==> src/sv/pps_pkg.sv <==
`timescale 1ns / 1ps
// Shared types, codes and constants for the pure pursuit steering block.
// No dependencies; pps_ctrl, pps_datapath, the top level and the testbench import it.
package pps_pkg;

  localparam int unsigned CfgIdxW  = 3;
  localparam int unsigned CfgDataW = 18;

  localparam logic [CfgIdxW-1:0] CfgWheelbase = 3'd0;
  localparam logic [CfgIdxW-1:0] CfgSteerGain = 3'd1;
  localparam logic [CfgIdxW-1:0] CfgMaxSteer  = 3'd2;
  localparam logic [CfgIdxW-1:0] CfgMaxJump   = 3'd3;
  localparam logic [CfgIdxW-1:0] CfgMaxRate   = 3'd4;

  localparam logic [1:0] StatFiltered = 2'd0;
  localparam logic [1:0] StatFirst    = 2'd1;
  localparam logic [1:0] StatHeld     = 2'd2;
  localparam logic [1:0] StatNoTarget = 2'd3;

  localparam logic [4:0] CordicLast = 5'd19;

  typedef enum logic [3:0] {
    ST_IDLE,
    ST_SQUARE,
    ST_UPDATE,
    ST_SETUP,
    ST_CORDIC,
    ST_GAIN,
    ST_LIMIT,
    ST_COMPARE,
    ST_DIVIDE,
    ST_FINISH
  } state_e;

  typedef struct packed {
    logic       capture;
    logic       square;
    logic       update;
    logic       setup;
    logic       cordic;
    logic       gain;
    logic       limit;
    logic       compare;
    logic       divide;
    logic       finish;
    logic [4:0] iter;
  } cmd_t;

  typedef struct packed {
    logic last;
    logic no_target;
    logic need_div;
    logic out_busy;
  } stat_t;

  // Arctangent of 2^-i in units of 2^-20 rad.
  function automatic logic [19:0] atan_entry(input logic [4:0] i);
    logic [19:0] r;
    case (i)
      5'd0:  r = 20'd823550;
      5'd1:  r = 20'd486170;
      5'd2:  r = 20'd256879;
      5'd3:  r = 20'd130396;
      5'd4:  r = 20'd65451;
      5'd5:  r = 20'd32757;
      5'd6:  r = 20'd16383;
      5'd7:  r = 20'd8192;
      5'd8:  r = 20'd4096;
      5'd9:  r = 20'd2048;
      5'd10: r = 20'd1024;
      5'd11: r = 20'd512;
      5'd12: r = 20'd256;
      5'd13: r = 20'd128;
      5'd14: r = 20'd64;
      5'd15: r = 20'd32;
      5'd16: r = 20'd16;
      5'd17: r = 20'd8;
      5'd18: r = 20'd4;
      5'd19: r = 20'd2;
      default: r = 20'd0;
    endcase
    return r;
  endfunction

endpackage

==> src/sv/pps_ctrl.sv <==
`timescale 1ns / 1ps
// Sequencing state machine of the steering block.
// Depends on pps_pkg.
module pps_ctrl
  import pps_pkg::*;
(
  input  logic  clk_i,
  input  logic  rst_ni,
  input  logic  in_valid_i,
  output logic  in_ready_o,
  input  stat_t stat_i,
  output cmd_t  cmd_o
);

  state_e     state_q, state_d;
  logic [4:0] cnt_q, cnt_d;

  always_ff @(posedge clk_i or negedge rst_ni) begin
    if (!rst_ni) begin
      state_q <= ST_IDLE;
      cnt_q   <= '0;
    end else begin
      state_q <= state_d;
      cnt_q   <= cnt_d;
    end
  end

  always_comb begin
    state_d = state_q;
    cnt_d   = cnt_q;
    case (state_q)
      ST_IDLE:   if (in_valid_i) state_d = ST_SQUARE;
      ST_SQUARE: state_d = ST_UPDATE;
      ST_UPDATE: state_d = stat_i.last ? ST_SETUP : ST_IDLE;
      ST_SETUP: begin
        if (stat_i.no_target) begin
          state_d = ST_FINISH;
        end else begin
          state_d = ST_CORDIC;
          cnt_d   = '0;
        end
      end
      ST_CORDIC: begin
        if (cnt_q == CordicLast) state_d = ST_GAIN;
        else cnt_d = cnt_q + 5'd1;
      end
      ST_GAIN:  state_d = ST_LIMIT;
      ST_LIMIT: state_d = ST_COMPARE;
      ST_COMPARE: begin
        if (stat_i.need_div) begin
          state_d = ST_DIVIDE;
        end else begin
          state_d = ST_FINISH;
        end
      end
      ST_DIVIDE: state_d = ST_FINISH;
      ST_FINISH: if (!stat_i.out_busy) state_d = ST_IDLE;
      default:   state_d = ST_IDLE;
    endcase
  end

  always_comb begin
    cmd_o         = '0;
    cmd_o.iter    = cnt_q;
    in_ready_o    = 1'b0;
    case (state_q)
      ST_IDLE: begin
        in_ready_o    = 1'b1;
        cmd_o.capture = in_valid_i;
      end
      ST_SQUARE:  cmd_o.square  = 1'b1;
      ST_UPDATE:  cmd_o.update  = 1'b1;
      ST_SETUP:   cmd_o.setup   = 1'b1;
      ST_CORDIC:  cmd_o.cordic  = 1'b1;
      ST_GAIN:    cmd_o.gain    = 1'b1;
      ST_LIMIT:   cmd_o.limit   = 1'b1;
      ST_COMPARE: cmd_o.compare = 1'b1;
      ST_DIVIDE:  cmd_o.divide  = 1'b1;
      ST_FINISH:  cmd_o.finish  = !stat_i.out_busy;
      default:    cmd_o.iter    = cnt_q;
    endcase
  end

endmodule

==> config.mk <==
export PLATFORM = sky130hd
export DESIGN_NAME = pps_ctrl
export DESIGN_NICKNAME = d
export VERILOG_FILES = /design/src/sv/pps_pkg.sv /design/src/sv/pps_ctrl.sv
export SDC_FILE = /design/constraint.sdc
export NUM_CORES = 1
export LEC_CHECK = 0
export ABC_AREA = 0
export BUFFER_PORTS_ARGS = -buffer_cell sky130_fd_sc_hd__buf_2
export CAP_MARGIN = 30
export CORE_MARGIN = 1.5
export CORE_UTILIZATION = 40
export CTS_BUF_LIST = sky130_fd_sc_hd__clkbuf_2
export DETAILED_ROUTE_END_ITERATION = 8
export GPL_TIMING_DRIVEN = 1
export HOLD_SLACK_MARGIN = 0.05
export PLACE_DENSITY = 0.68
export SLEW_MARGIN = 30
export SYNTH_ARGS = -nofsm -noshare
export SYNTH_HDL_FRONTEND = slang
export SYNTH_SLANG_ARGS = --single-unit
==> constraint.sdc <==
create_clock -name clk_i -period 2.8 [get_ports clk_i]
set_input_delay 0.84 -clock clk_i [delete_from_list [all_inputs] [get_ports clk_i]]
set_output_delay 0.84 -clock clk_i [all_outputs]
set_load 0.05 [all_outputs]
==> qor.json <==
{
  "outcome": {"value": "finished, final reports clean"},
  "cts.path.max_buffers": {"value": 2},
  "cts.reportedPaths.clkPinSlew": {"value": 90, "unit": "ps"},
  "fmax": {"value": 394, "unit": "MHz"},
  "antenna_found_initial": {"value": 0},
  "grt_first_pass_wirelength": {"value": 2.43, "unit": "mm"},
  "cpLargestDelayFamily": {"value": "simple AND/OR/NAND/NOR gates"},
  "globalRouteOverflowTotal": {"value": 0},
  "synth_sequential_area_ratio": {"value": 36.1, "unit": "%"},
  "synth-async-reset-ratio": {"value": 100, "unit": "%"},
  "cts_buffers": {"value": 3},
  "post_synth.cell_area_avg": {"value": 8.44, "unit": "um^2"},
  "post_cts.repair.setup_buffers": {"value": 0},
  "first_pass_iters": {"value": 4},
  "cell_count_after_synthesis": {"value": 74},
  "cp_cell_sequence": {"value": "or4b_1, inv_1, buf_2"},
  "die_w": {"value": 42.5, "unit": "um"},
  "cap_violations": {"value": 0},
  "diodes": {"value": 0},
  "coreArea": {"value": 1490, "unit": "um^2"},
  "ffs_latches_synth": {"value": 9},
  "wire_per_inst": {"value": 12.9, "unit": "um"},
  "setup.worst_path.start_class": {"value": "register"},
  "ys.warnings.count": {"value": 0},
  "pin_count": {"value": 23},
  "worstPathArrival": {"value": 1700, "unit": "ps"},
  "multiInputGateArea": {"value": 387, "unit": "um^2"},
  "globalplace.congestion": {"value": 0.804},
  "cts_root_buffer_type": {"value": "clkbuf_2"},
  "path_class": {"value": "register to output port"},
  "cp.required": {"value": 1960, "unit": "ps"},
  "critPathMaxFanout": {"value": 8},
  "slew_headroom": {"value": 66.0, "unit": "%"},
  "die_area": {"value": 1810, "unit": "um^2"},
  "row_count": {"value": 14},
  "critical_path.n_buffers_inverters": {"value": 2},
  "final.min_clock_period": {"value": 2540, "unit": "ps"},
  "crit_path_top_delay_cell": {"value": "or4b_1"},
  "cts.sinks": {"value": 9},
  "synth-main-ff-cell": {"value": "dfrtp_1"},
  "final_hold_viol_count": {"value": 0},
  "die_y": {"value": 42.5, "unit": "um"},
  "timing.final.crit_share": {"value": 90.6, "unit": "%"},
  "hold_class": {"value": "input pin to async pin"},
  "drive_gt1_share": {"value": 33.3, "unit": "%"},
  "tritoncts_clock_tree": {"value": "yes"},
  "worst-slew-pin-transition": {"value": 502, "unit": "ps"},
  "slew_violations": {"value": 0},
  "fin_tns_setup": {"value": 0, "unit": "ps"},
  "synth_edf_count": {"value": 0},
  "num-nets-final": {"value": 108},
  "largest_clock_skew_in_the_final_design": {"value": 8.52, "unit": "ps"},
  "port_buffers": {"value": 22},
  "fillCellCount": {"value": 150},
  "routed_wirelength": {"value": 1.49, "unit": "mm"},
  "detailedRoute.firstIterationViolations": {"value": 20},
  "ctsHoldBuffers": {"value": 0},
  "post-dp-hpwl": {"value": 1.12, "unit": "mm"},
  "synth.net_count": {"value": 82},
  "synth_cell_types": {"value": 30},
  "detail_route.vias_per_cell": {"value": 5.77},
  "start_util": {"value": 41.9, "unit": "%"},
  "rsz0062_at_grt": {"value": "false"},
  "area.sequential": {"value": 225, "unit": "um^2"},
  "first_global_vias": {"value": 572},
  "cts-resized-gates": {"value": 0},
  "netlist_area": {"value": 624, "unit": "um^2"},
  "slowest_stage_delay_cp": {"value": 660, "unit": "ps"},
  "htreeDepth": {"value": 1},
  "vias": {"value": 664},
  "syn2layout_area_growth": {"value": 28.1, "unit": "%"},
  "grt_usage": {"value": 18.1, "unit": "%"},
  "drt_drc_violations_left": {"value": 0},
  "crit_path_end_kind": {"value": "output port"},
  "number_of_nets_still_failing_antenna_checks_after_routing": {"value": 0},
  "setup_viol": {"value": 0},
  "worst_skew_pair.late_latency": {"value": 240, "unit": "ps"},
  "grt_max_degree": {"value": 15}
}
-- metal layers --
layer | up-vias | track usage, % | share of wire [%]
met1 | 310 | 22.7 | 43
li1 | 324 | - | -
met2 | 30 | 28.0 | 49
met4 | 0 | 5.63 | 0
met5 | - | 0 | 0
met3 | 0 | 7.76 | 7.5
-- sequential cells by signal (all words and copies together) (netlist names) --
name     cells
cnt_q        5
state_q      4
-- synthesized netlist by cell type, drive strengths merged (3+ instances only) --
library cell	count	area share (%)
dfrtp	9	36
nor2	7	4.2
a21oi	5	4.0
clkbuf	5	3.2
nand2	5	3.0
nand2b	4	4.0
nand3	4	3.2
nor3	4	3.2
o21ai	3	2.4
-- layout by cell type, fill, tap and decap left out, types with 2 or more instances in the layout --
master      n
a21oi_1     5
buf_2      22
buf_4       4
clkbuf_2    3
dfrtp_1     9
inv_1       2
mux2i_1     2
nand2_1     5
nand2b_1    4
nand3_1     4
nand4bb_1   2
nor2_1      7
nor2b_1     2
nor3_1      4
o21ai_0     3
o21bai_1    2
o221ai_1    2
or3_1       2
-- area by class of cell --
type                            instances  area share, %
Clock buffer                            3           1.88
Clock inverter                          1          0.626
Inverter                                2          0.939
Multi-Input combinational cell         58           48.4
Sequential cell                         9           28.2
Tap cell                               16           2.50
Timing Repair Buffer                   26           17.5
-- worst register-to-register path, cell delays in order (launching register included) --
cell and delay [ps]:
dfrtp_1 390, or4b_1 660, or3_1 410, a21oi_1 150
-- worst paths after layout --
check	end	depth (start not counted)	slack [ps]	from
worst min-delay path	state_q[3]$_DFFE_PN0P_	1	430	rst_ni
min in group clk_i	cnt_q[0]$_DFFE_PN0P_	1	570	cnt_q[0]$_DFFE_PN0P_
worst min register to register	cnt_q[0]$_DFFE_PN0P_	1	570	cnt_q[0]$_DFFE_PN0P_
max in group asynchronous	cnt_q[3]$_DFFE_PN0P_	1	2190	rst_ni
worst max-delay path	cmd_o[10]	3	260	state_q[0]$_DFFE_PN0P_
worst max register to register	cnt_q[3]$_DFFE_PN0P_	3	1130	state_q[0]$_DFFE_PN0P_
-- cells by family (layout without fill, tap and decap cells) --
| kind of cell | after synthesis | after routing | synth area share [%] |
|---|---|---|---|
| AO/OA/AOI/OAI | 17 | 17 | 18.8 |
| adder cells (fa/ha/maj) | 1 | 1 | 2.00 |
| buffers and inverters | 7 | 32 | 4.41 |
| flip-flops | 9 | 9 | 36.1 |
| multiplexers | 3 | 3 | 5.01 |
| AND/OR/NAND/NOR | 37 | 37 | 33.7 |
-- per-stage QoR --
stage / instance area (um^2) / setup WS [ps] / util (%) / cells / hold WS (ps)
2_1_floorplan: 639 / 23.4 / - / 74 / 544
3_3_place_gp: 779 / 564 / 52.4 / 111 / 546
3_5_place_dp: 779 / 553 / 52.4 / 111 / 552
4_1_cts: 800 / 259 / 53.7 / 115 / 413
5_1_grt: 800 / 153 / 53.7 / 115 / 381
6_report: 800 / 264 / 53.7 / 115 / 426
Power is left out: the tool's default activity adds up to more than one toggle a clock period on the data nets, which glitch-free logic cannot reach.
